File: src/rtl/core/nvt_pkg.sv
// Shared types, sizes and name helpers for the name vote tally table.
`default_nettype none

package nvt_pkg;

	localparam int DEPTH       = 32;
	localparam int COUNT_WIDTH = 16;
	localparam int MAX_EMIT    = 32;
	localparam int NAME_BYTES  = 19;
	localparam int NAME_W      = NAME_BYTES * 8;
	localparam int IDX_W       = (DEPTH > 1) ? $clog2(DEPTH) : 1;
	localparam int USED_W      = $clog2(DEPTH + 1);
	localparam int EMIT_LIMIT  = (DEPTH < MAX_EMIT) ? DEPTH : MAX_EMIT;

	typedef struct packed {
		logic [NAME_W-1:0]      name;
		logic [COUNT_WIDTH-1:0] count;
	} entry_t;

	typedef enum logic [1:0] {
		OP_PASS,
		OP_INC,
		OP_NEW
	} cell_op_t;

	// Control handed from the sequencer to the cell row.
	typedef struct packed {
		logic     shift;
		cell_op_t op;
	} chain_ctl_t;

	function automatic logic [COUNT_WIDTH-1:0] sat_inc(input logic [COUNT_WIDTH-1:0] c);
		return (&c) ? c : c + 1'b1;
	endfunction

	function automatic logic [7:0] fold_byte(input logic [7:0] c, input logic en);
		return (en && c >= 8'h41 && c <= 8'h5a) ? c + 8'h20 : c;
	endfunction

	// A name ends at its first zero byte; everything after it reads as zero.
	function automatic logic [NAME_W-1:0] canon(input logic [NAME_W-1:0] raw);
		logic              ended;
		logic [7:0]        c;
		logic [NAME_W-1:0] r;
		ended = 1'b0;
		r     = '0;
		for (int i = 0; i < NAME_BYTES; i++) begin
			c = raw[i*8 +: 8];
			if (ended) begin
				c = 8'h00;
			end else if (c == 8'h00) begin
				ended = 1'b1;
			end
			r[i*8 +: 8] = c;
		end
		return r;
	endfunction

	function automatic logic same_name(input logic [NAME_W-1:0] a,
			input logic [NAME_W-1:0] b, input logic en);
		logic eq;
		eq = 1'b1;
		for (int i = 0; i < NAME_BYTES; i++) begin
			if (fold_byte(a[i*8 +: 8], en) != fold_byte(b[i*8 +: 8], en)) begin
				eq = 1'b0;
			end
		end
		return eq;
	endfunction

endpackage

`default_nettype wire

File: src/rtl/core/name_vote_tally_table.sv
// Top level of the name vote tally table: a rotating row of entry cells and its sequencer.
// A vote gives exactly one result, loaded from the emit state after its walk of the row.
// One transaction at a time: a vote makes DEPTH shifts, loads its result and goes idle
// before the next accept; a dump also walks the row, and result stalls can hold either.
// Reset clears the sequencer and the used-entry count and sets the fold flag to 1.
// Cell contents are left as they are; no clearing pass runs after reset.
`default_nettype none

module name_vote_tally_table
	import nvt_pkg::*;
(
	input  wire logic         clk,
	input  wire logic         arst_n,
	input  wire logic         item_valid,
	output      logic         item_stall,
	input  wire logic         kind,
	input  wire logic [63:0]  name_bytes_0_7,
	input  wire logic [63:0]  name_bytes_8_15,
	input  wire logic [23:0]  name_bytes_16_18,
	input  wire logic         cfg_valid,
	output      logic         cfg_ready,
	input  wire logic         fold_case,
	output      logic         result_valid,
	input  wire logic         result_stall,
	output      logic [4:0]   entry_index,
	output      logic [63:0]  out_name_0_7,
	output      logic [63:0]  out_name_8_15,
	output      logic [23:0]  out_name_16_18,
	output      logic [15:0]  vote_count,
	output      logic         is_new_entry,
	output      logic         dropped_full,
	output      logic         entry_valid,
	output      logic         last
);

	// The table lives in a ring of DEPTH cells. Cell 0 is the head: on each shift
	// every cell takes its upper neighbor's entry and the last cell takes the head's
	// entry, possibly updated. After DEPTH shifts the ring is back in its original
	// order, so the head shows entry k on shift step k of a transaction.
	entry_t            cell_entry [DEPTH];
	chain_ctl_t        ctl;
	logic [NAME_W-1:0] key;
	logic [NAME_W-1:0] item_name;
	logic [NAME_W-1:0] out_name;

	assign item_name = {name_bytes_16_18, name_bytes_8_15, name_bytes_0_7};

	// The configuration register is always writable; software must write it only
	// while no transaction is in flight, and the block itself does not enforce this.
	assign cfg_ready = 1'b1;

	for (genvar g = 0; g < DEPTH; g++) begin : g_cell
		// Only the cell fed from the head applies an increment or a new entry;
		// the rest simply pass entries along.
		cell_op_t cell_op;
		entry_t   nbr;
		assign cell_op = (g == DEPTH - 1) ? ctl.op : OP_PASS;
		assign nbr     = cell_entry[(g + 1) % DEPTH];

		nvt_cell u_cell (
			.clk      (clk),
			.shift    (ctl.shift),
			.op       (cell_op),
			.nbr      (nbr),
			.new_name (key),
			.entry    (cell_entry[g])
		);
	end

	// The sequencer compares the canonical key with the head entry on each step,
	// folding case if enabled, and decides the update. Its result register lets the
	// ring move on while a result waits, but a dump holds until that result is taken.
	nvt_ctrl u_ctrl (
		.clk          (clk),
		.arst_n       (arst_n),
		.item_valid   (item_valid),
		.item_stall   (item_stall),
		.kind         (kind),
		.item_name    (item_name),
		.cfg_valid    (cfg_valid),
		.cfg_ready    (cfg_ready),
		.fold_case    (fold_case),
		.head         (cell_entry[0]),
		.ctl          (ctl),
		.key          (key),
		.result_valid (result_valid),
		.result_stall (result_stall),
		.entry_index  (entry_index),
		.out_name     (out_name),
		.vote_count   (vote_count),
		.is_new_entry (is_new_entry),
		.dropped_full (dropped_full),
		.entry_valid  (entry_valid),
		.last         (last)
	);

	assign out_name_0_7   = out_name[63:0];
	assign out_name_8_15  = out_name[127:64];
	assign out_name_16_18 = out_name[151:128];

endmodule

`default_nettype wire

File: src/rtl/core/nvt_cell.sv
// One table cell: holds an entry and takes its neighbor's entry on every shift.
`default_nettype none

module nvt_cell
	import nvt_pkg::*;
(
	input  wire logic              clk,
	input  wire logic              shift,
	input  wire cell_op_t          op,
	input  wire entry_t            nbr,
	input  wire logic [NAME_W-1:0] new_name,
	output      entry_t            entry
);

	entry_t entry_q;

	// The update op only matters in the cell fed from the head of the row.
	always_ff @(posedge clk) begin
		if (shift) begin
			unique case (op)
				OP_PASS: entry_q <= nbr;
				OP_INC: begin
					entry_q.name  <= nbr.name;
					entry_q.count <= sat_inc(nbr.count);
				end
				OP_NEW: begin
					entry_q.name  <= new_name;
					entry_q.count <= COUNT_WIDTH'(1);
				end
				default: entry_q <= nbr;
			endcase
		end
	end

	assign entry = entry_q;

endmodule

`default_nettype wire

File: src/rtl/core/nvt_ctrl.sv
// Sequencer: takes transactions, walks the rotating cell row, and forms results.
`default_nettype none

module nvt_ctrl
	import nvt_pkg::*;
(
	input  wire logic              clk,
	input  wire logic              arst_n,
	input  wire logic              item_valid,
	output      logic              item_stall,
	input  wire logic              kind,
	input  wire logic [NAME_W-1:0] item_name,
	input  wire logic              cfg_valid,
	input  wire logic              cfg_ready,
	input  wire logic              fold_case,
	input  wire entry_t            head,
	output      chain_ctl_t        ctl,
	output      logic [NAME_W-1:0] key,
	output      logic              result_valid,
	input  wire logic              result_stall,
	output      logic [4:0]        entry_index,
	output      logic [NAME_W-1:0] out_name,
	output      logic [15:0]       vote_count,
	output      logic              is_new_entry,
	output      logic              dropped_full,
	output      logic              entry_valid,
	output      logic              last
);

	typedef enum logic [1:0] {
		ST_IDLE,
		ST_VOTE,
		ST_EMIT,
		ST_DUMP
	} state_t;

	state_t                 state_q;
	logic                   fold_q;
	logic [IDX_W-1:0]       step_q;
	logic [USED_W-1:0]      used_q;
	logic [NAME_W-1:0]      key_q;
	logic                   found_q;
	logic [IDX_W-1:0]       hit_idx_q;
	logic [NAME_W-1:0]      hit_name_q;
	logic [COUNT_WIDTH-1:0] hit_count_q;
	logic                   hit_new_q;

	logic                   result_valid_q;
	logic [4:0]             entry_index_q;
	logic [NAME_W-1:0]      out_name_q;
	logic [15:0]            vote_count_q;
	logic                   is_new_entry_q;
	logic                   dropped_full_q;
	logic                   entry_valid_q;
	logic                   last_q;

	logic [USED_W-1:0] step_ext;
	logic [USED_W-1:0] n_eff;
	logic              in_use;
	logic              last_step;
	logic              slot_free;
	logic              emit_now;
	logic              load_result;
	chain_ctl_t        ctl_c;

	always_comb begin
		step_ext  = USED_W'(step_q);
		n_eff     = (used_q > USED_W'(EMIT_LIMIT)) ? USED_W'(EMIT_LIMIT) : used_q;
		in_use    = step_ext < used_q;
		last_step = step_q == IDX_W'(DEPTH - 1);
		slot_free = !result_valid_q || !result_stall;
		emit_now  = (step_ext < n_eff) || (step_q == '0 && used_q == '0);
		ctl_c.shift = 1'b0;
		ctl_c.op    = OP_PASS;
		unique case (state_q)
			ST_VOTE: begin
				ctl_c.shift = 1'b1;
				if (!found_q && in_use && same_name(key_q, head.name, fold_q)) begin
					ctl_c.op = OP_INC;
				end else if (!found_q && step_ext == used_q) begin
					ctl_c.op = OP_NEW;
				end
			end
			ST_DUMP: ctl_c.shift = !emit_now || slot_free;
			default: ctl_c.shift = 1'b0;
		endcase
		// A new result enters the output register on this edge.
		load_result = (state_q == ST_EMIT && slot_free)
			|| (state_q == ST_DUMP && ctl_c.shift && emit_now);
	end

	always_ff @(posedge clk or negedge arst_n) begin
		if (!arst_n) begin
			state_q        <= ST_IDLE;
			fold_q         <= 1'b1;
			step_q         <= '0;
			used_q         <= '0;
			found_q        <= 1'b0;
			result_valid_q <= 1'b0;
		end else begin
			if (cfg_valid && cfg_ready) begin
				fold_q <= fold_case;
			end
			if (load_result) begin
				result_valid_q <= 1'b1;
			end else if (!result_stall) begin
				result_valid_q <= 1'b0;
			end
			unique case (state_q)
				ST_IDLE: begin
					if (item_valid) begin
						key_q   <= canon(item_name);
						step_q  <= '0;
						found_q <= 1'b0;
						state_q <= kind ? ST_DUMP : ST_VOTE;
					end
				end
				ST_VOTE: begin
					step_q <= last_step ? '0 : step_q + 1'b1;
					if (ctl_c.op == OP_INC) begin
						found_q     <= 1'b1;
						hit_idx_q   <= step_q;
						hit_name_q  <= head.name;
						hit_count_q <= sat_inc(head.count);
						hit_new_q   <= 1'b0;
					end else if (ctl_c.op == OP_NEW) begin
						found_q     <= 1'b1;
						hit_idx_q   <= step_q;
						hit_name_q  <= key_q;
						hit_count_q <= COUNT_WIDTH'(1);
						hit_new_q   <= 1'b1;
						used_q      <= used_q + 1'b1;
					end
					if (last_step) begin
						state_q <= ST_EMIT;
					end
				end
				ST_EMIT: begin
					if (slot_free) begin
						entry_valid_q  <= 1'b1;
						last_q         <= 1'b1;
						if (found_q) begin
							entry_index_q  <= 5'(hit_idx_q);
							out_name_q     <= hit_name_q;
							vote_count_q   <= 16'(hit_count_q);
							is_new_entry_q <= hit_new_q;
							dropped_full_q <= 1'b0;
						end else begin
							entry_index_q  <= '0;
							out_name_q     <= '0;
							vote_count_q   <= '0;
							is_new_entry_q <= 1'b0;
							dropped_full_q <= 1'b1;
						end
						state_q <= ST_IDLE;
					end
				end
				ST_DUMP: begin
					if (ctl_c.shift) begin
						step_q <= last_step ? '0 : step_q + 1'b1;
						if (emit_now) begin
							is_new_entry_q <= 1'b0;
							dropped_full_q <= 1'b0;
							entry_index_q  <= 5'(step_q);
							if (used_q == '0) begin
								out_name_q    <= '0;
								vote_count_q  <= '0;
								entry_valid_q <= 1'b0;
								last_q        <= 1'b1;
							end else begin
								out_name_q    <= head.name;
								vote_count_q  <= 16'(head.count);
								entry_valid_q <= 1'b1;
								last_q        <= step_ext == n_eff - 1'b1;
							end
						end
						if (last_step) begin
							state_q <= ST_IDLE;
						end
					end
				end
				default: state_q <= ST_IDLE;
			endcase
		end
	end

	assign item_stall   = state_q != ST_IDLE;
	assign ctl          = ctl_c;
	assign key          = key_q;
	assign result_valid = result_valid_q;
	assign entry_index  = entry_index_q;
	assign out_name     = out_name_q;
	assign vote_count   = vote_count_q;
	assign is_new_entry = is_new_entry_q;
	assign dropped_full = dropped_full_q;
	assign entry_valid  = entry_valid_q;
	assign last         = last_q;

endmodule

`default_nettype wire

File: config.mk
export PLATFORM = sky130hd
export DESIGN_NAME = name_vote_tally_table
export DESIGN_NICKNAME = d
export VERILOG_FILES = /design/src/rtl/core/nvt_pkg.sv /design/src/rtl/core/name_vote_tally_table.sv /design/src/rtl/core/nvt_cell.sv /design/src/rtl/core/nvt_ctrl.sv
export SDC_FILE = /design/constraint.sdc
export NUM_CORES = 2
export LEC_CHECK = 0
export ABC_CLOCK_PERIOD_IN_PS = 408400
export BUFFER_PORTS_ARGS = -buffer_cell sky130_fd_sc_hd__buf_2
export CORE_ASPECT_RATIO = 1.4
export CORE_UTILIZATION = 55
export DETAILED_ROUTE_END_ITERATION = 12
export HOLD_SLACK_MARGIN = 0.03
export PLACE_DENSITY_LB_ADDON = 0.12
export SLEW_MARGIN = 25
export SYNTH_ARGS = -nofsm -noshare
export SYNTH_HDL_FRONTEND = slang
export SYNTH_SLANG_ARGS = --single-unit
export TNS_END_PERCENT = 30
File: constraint.sdc
create_clock -name clk -period 408.4 [get_ports clk]
set_input_delay 20.42 -clock clk [delete_from_list [all_inputs] [get_ports clk]]
set_output_delay 20.42 -clock clk [all_outputs]
set_load 0.02 [all_outputs]
* Word level (Yosys, flattened, before mapping) *
Index checks and enable logic that the tools add are counted.
Widths: inputs -> output; s select.

cells by class
  $add $sub $neg = 42
  $lt $le $gt $ge = 79
  multiplexer cells = 193
  bitwise logic cells = 1
  reduce and logical (&&, ||, !) cells = 125
  equality and inequality tests = 35

operators by type and width
  kind                   number
  $mux 152               7
  $pmux 168 s2           1
  $add 8x6->8 const B    38
  $ge 8x7->1 const B     38
  $le 8x7->1 const B     38
  $mux 8                 38
  $pmux 152 s2           1
  $ne 8x8->1             19
  $logic_not 8->1        18
  $mux 16                8
  $mux 1                 109
  $logic_and 1x1->1      83
  $mux 5                 9
  $pmux 16 s2            1
  $mux 2                 9
  $add 16x1->16 const B  1
  $reduce_and 16->1      1
  $pmux 5 s3             1
  $reduce_and 3->1       5
  $eq 5x6->1             2
  $lt 5x6->1             2
  $pmux 1 s2             6
  $ne 2x1->1 const B     5
  $pmux 5 s2             1
  20 further kinds       34

storage, ports and cells
  output and inout port bits = 180
  logic and storage cells = 575
  bits of input ports = 159
  register bits = 5,895

* Logic depth before layout (Yosys ltp) *
  depth after elaboration = 55
  gate-level depth with buffers = 17
  depth with buffers taken out = 17

* Hierarchy *
A second synthesis with hierarchy kept.

unflattened totals
  cell total of the unflattened synthesis = 16,495
  area, all modules = 254,700.5 um^2

by module, submodules not included
  module                             times used  area each (um^2)  sequential area each (um^2)  cells an instance
  nvt_cell at g_cell[0].u_cell ...   20          7,150.6           5,044.8                      450
  nvt_cell at g_cell[29].u_cell ...  11          7,159.4           5,044.8                      454
  nvt_ctrl                           1           25,750.9          15,506.1                     2,045
  nvt_cell at g_cell[1].u_cell       1           7,169.4           5,044.8                      453
  name_vote_tally_table              1           15.0              0.0                          3

* Worst setup path before layout *
OpenSTA, ideal clock, no wires.

  path type = input to register
  from = input port result_stall
  to = register u_ctrl.step_q[1]
  data arrival time = 152,001 ps
  path slack = 256,100 ps
  stages on the path = 3
  buffers on the path = 0
  library setup time = 299 ps
  cells stage by stage = nand3_1 -> and2_1 -> a22o_1

on the way
  longest elaborated chain between the ends = 6

RTL lines
  what                        line                         text
  start, declared             name_vote_tally_table.sv:24  input wire logic result_stall,
  $logic_not 1->1             -
  $logic_or 1x1->1            nvt_ctrl.sv:71               slot_free = !result_valid_q || !result_stall;
  $logic_or 1x1->1            nvt_ctrl.sv:84               ST_DUMP: ctl_c.shift = !emit_now || slot_free;
  $pmux 1 s2                  nvt_ctrl.sv:75               unique case (state_q)
  via g_cell[0].u_cell.shift  nvt_cell.sv:8                input wire logic shift,
  $ne 2x2->1 (no line)        -
  $reduce_and 3->1 (no line)  -
  end signal, assigned        nvt_ctrl.sv:119              step_q <= last_step ? '0 : step_q + 1'b1;
  end signal, assigned        nvt_ctrl.sv:160              step_q <= last_step ? '0 : step_q + 1'b1;
  end, declared               nvt_ctrl.sv:39               logic [IDX_W-1:0] step_q;

The timed path passes the listed nets, and every way through them passes these cells.
A chain may end at the register's enable or synchronous reset.

* Final worst setup path *
  from = input port result_stall
  to = register g_cell[29].u_cell.entry_q, in the netlist g_cell[29].u_cell.entry[80] (enable)

on the way
  longest elaborated chain between the ends = 4

RTL lines
  what                        line            text
  $logic_not 1->1             -
  $logic_or 1x1->1            nvt_ctrl.sv:71
  $logic_or 1x1->1            nvt_ctrl.sv:84
  $pmux 1 s2                  nvt_ctrl.sv:75
  via g_cell[0].u_cell.shift  nvt_cell.sv:8
  end signal, assigned        nvt_cell.sv:21  OP_PASS: entry_q <= nbr;
  end signal, assigned        nvt_cell.sv:30  default: entry_q <= nbr;
  end, declared               nvt_cell.sv:15  entry_t entry_q;

The timed path passes the listed nets, and every way through them passes these cells.

==> summary.md <==
| Metric | Value |
|---|---|
| Setup bufs post-CTS | `0` |
| CP top delay family | `buffers and inverters` |
| Max Freq | `36.0 MHz` |
| Core box area | `342000 um^2` |
| Core Rows | `254` |
| Arr. time, crit path | `28330 ps` |
| FF+latch count, synth | `5895` |
| Peak supply drop | `0.00685 mV` |
| Slew Viols, Final | `0` |
| Type of origin of the critical path | `primary input` |
| Crit-path slowest cell | `buf_4` |
| Syn-to-layout area delta | `13.0%` |
| Outcome | `finished, final reports clean` |
| Final hold violation count | `0` |
| HP Class | `reg2reg` |
| Ys async rst share | `less than 1%` |
| Fin area | `214000 um^2` |
| Crit-path max FO | `202` |
| Reg power frac | `63.0%` |
| Sequential area share after synthesis | `just over 90%` |
| Synth Area per Inst | `23.8 um^2` |
| Largest net degree at the start of global routing | `203` |
| Met3 Use GR | `3.52%` |
| Initial antenna violation count | `24` |
| Unique masters post-synth | `73` |
| Gate power share | `11.1%` |
| Die height | `696 um` |
| Die width | `498 um` |
| H-tree depth | `6` |
| Met2 Usage GRT | `27.8%` |
| CTS resizes | `0` |
| CP Class | `in2reg` |
| Worst-path clk slew | `70 ps` |
| Predominant post-synthesis flop cell | `edfxtp_1` |
| Period minus WS final | `27800 ps` |
| Drt wl/cell | `about 25 um` |
| FF-to-FF setup slack | `a little under 400000 ps` |
| I/O Buffers | `between 300 and 400` |
| Pleak | `~73 nW` |
| Synthesized cell area | `189000 um^2` |
| GP Congestion | `between 0.8 and 0.9` |
| PD cells | `slightly below 9 nW/um^2` |
| Post-synth EDFFs | `5879` |
| Cts hold-fix bufs | `0` |
| WP data required | `408930 ps` |
| Slew headroom | `approximately 22%` |
| Critical path, cell by cell | `buf_2 > nand3_1 > and2_4 > buf_4 > buf_4 > buf_4 > buf_4 > buf_12 > buf_4 > buf_12 > buf_4` |
| Clock latency on the worst-skew pair | `about 940 ps` |
| Worst-margin pin slew | `around 1200 ps` |
| Vias in the first global route | `72282` |
| Root buf cell | `clkbuf_16` |
| Fin nets | `a little under 9000` |
| CTS Buf Count | `536` |
| Yosys top cell by area | `edfxtp_1` |
| Final ANT Viol Nets | `0` |
| Unrepaired setup endpoints after global routing | `false` |
| Max Buffers Root-to-Sink | `4` |
| Max Cap Viol | `0` |
| Layout cells sized above 1 | `between 10% and 20%` |
| CTS Sinks | `5895` |
| First-pass GRT wire length | `489000 um` |
| Synth top area share | `between 90% and 100%` |
| DR vias/cell | `5.50` |
| Sw Ratio | `25.8%` |
| Met1 GRT Util | `between 20 and 30%` |
| # IOs | `roughly 340` |
| TritonCTS clock tree | `done` |
| Top post-synthesis cells by area | `edfxtp_1 93%, nand2_1 0.97%, a22o_1 0.79%, xor2_1 0.46%, ha_1 0.36%` |
| Setup tns final | `0 ps` |
| Die footprint | `around 350000 um^2` |
| Pre-antenna DRT Iters | `6` |
| Initial Util | `between 50% and 60%` |
| Via Count | `around 75000` |
| Post-route clock period utilization | `6.81%` |
| DPL Wire Length | `199000 um` |
| # DRC | `0` |
| Post-Route WL | `334000 um` |
| Crit path buf inv count | `9` |
| Crit path top cell by count | `buf_4` |
| Synth warnings | `0` |
| Final setup fails | `0` |
| P_sw | `0.487 mW` |
| Gr busiest metal | `met1` |
| Syn_nets | `8166` |
| Post-Syn Instances | `7952` |
| Drt initial violations | `8985` |
| Critical path's largest stage delay | `about 900 ps` |
| Clk pwr share | `25.8%` |
| Internal power | `approximately 1.4 mW` |
| Total grt overflow | `0` |
| CP endpoint kind | `flip-flop` |
| Gr usage total | `roughly 19%` |
| Clk_skew | `approximately 60 ps` |
| Dpl cell area | `between 150000 and 200000 um^2` |
-- registers in the layout, indices dropped and copies added, names as in the netlist, 2 cells and up --
register             flops
g_cell.u_cell.entry   5376
u_ctrl.entry_index       5
u_ctrl.hit_count_q      16
u_ctrl.hit_idx_q         5
u_ctrl.hit_name_q      152
u_ctrl.key             152
u_ctrl.out_name        152
u_ctrl.state_q           2
u_ctrl.step_q            5
u_ctrl.used_q            6
u_ctrl.vote_count       16
-- layout make-up --
cell class              instances  area, um^2
well taps                    4480        5610
repair buffers                445        2680
fillers                     22948      128000
clock inverters               278        2660
flip-flops and latches       5895      177000
multi-input cells            1747       11200
clock buffers                 666       14300
diodes                         13        32.5
inverters                     103         387
-- metrics by stage --
| step | hold WS [ps] | worst slack, ps | instances | total power, mW | util [%] |
|---|---|---|---|---|---|
| final | 377 | 380600 | 13627 | 1.89 | 62.5 |
| after global routing | 404 | 380080 | 13618 | 1.98 | 62.5 |
| after CTS | 386 | 380590 | 13613 | 1.92 | 62.5 |
| after detailed placement | 405 | 379430 | 12669 | 1.41 | 57.5 |
| after global placement | 400 | 379820 | 12669 | 1.40 | 57.5 |
| after floorplan | 400 | 256100 | 7952 | 2.76 | - |
-- Yosys cell counts (all sizes together), types with 20 or more instances --
cell type / n
and2: 109
nor2: 50
inv: 103
ha: 55
a21oi: 34
xor2: 99
nand2: 488
o41ai: 22
a31oi: 41
nand3: 52
nor3: 37
xnor2: 61
nor3b: 21
mux2: 20
nand4: 22
nor4: 64
a22o: 171
o21ai: 114
buf: 28
clkbuf: 179
a21o: 23
edfxtp: 5879
a41oi: 23
or4: 37
and3: 57
o21a: 20
-- placed cells by master (no fill, tap or decap), drive strengths merged, types with 47 or more instances in the layout --
cell type / count
ha: 55
buf: 445
nand2: 488
xor2: 99
and3: 57
nand3: 52
clkbuf: 666
a22o: 171
nor2: 50
bufinv: 47
xnor2: 61
o21ai: 114
edfxtp: 5879
clkinv: 200
nor4: 64
and2: 109
inv: 123
-- cells by family (layout without fill, tap and decap cells) --
kind of cell / Yosys count / count (layout) / share of synthesized area [%]
AOI/OAI and AO/OA: 523 / 523 / 2.04
other: 1 / 14 / 0.00198
and+or+nand+nor: 987 / 987 / 2.56
xor gates and xnor gates: 160 / 160 / 0.741
muxes: 21 / 21 / 0.124
buffers and inverters: 310 / 1492 / 0.642
adders and majority gates: 55 / 55 / 0.364
DFF: 5895 / 5895 / 93.5
-- routing by layer --
layer | vias to the layer above | share of wire, %
met1 | 38603 | 45
met4 | 2 | 3.7
met2 | 2661 | 44
met5 | - | 0.0039
li1 | 33092 | -
met3 | 603 | 7.2
-- power groups by stage --
stage	Sequential (mW)	Combinational (mW)	Clock, mW
final	1.19	0.210	0.489
after detailed placement	1.20	0.215	0
after floorplan	2.63	0.128	0
after global placement	1.20	0.207	0
after global routing	1.22	0.228	0.524
after CTS	1.20	0.214	0.504
-- worst paths after layout --
kind	to	start	depth (start not counted)
max in group asynchronous	u_ctrl.fold_q	arst_n	1
worst max register to register	g_cell[29].u_cell.entry[80]	u_ctrl.used_q[0]	22
worst max-delay path	g_cell[29].u_cell.entry[80]	result_stall	11
min in group asynchronous	u_ctrl.state_q[1]	arst_n	1
worst min-delay path	g_cell[13].u_cell.entry[45]	g_cell[14].u_cell.entry[45]	0
worst min register to register	g_cell[13].u_cell.entry[45]	g_cell[14].u_cell.entry[45]	0
No activity file was read; power rests on OpenSTA's default activity.
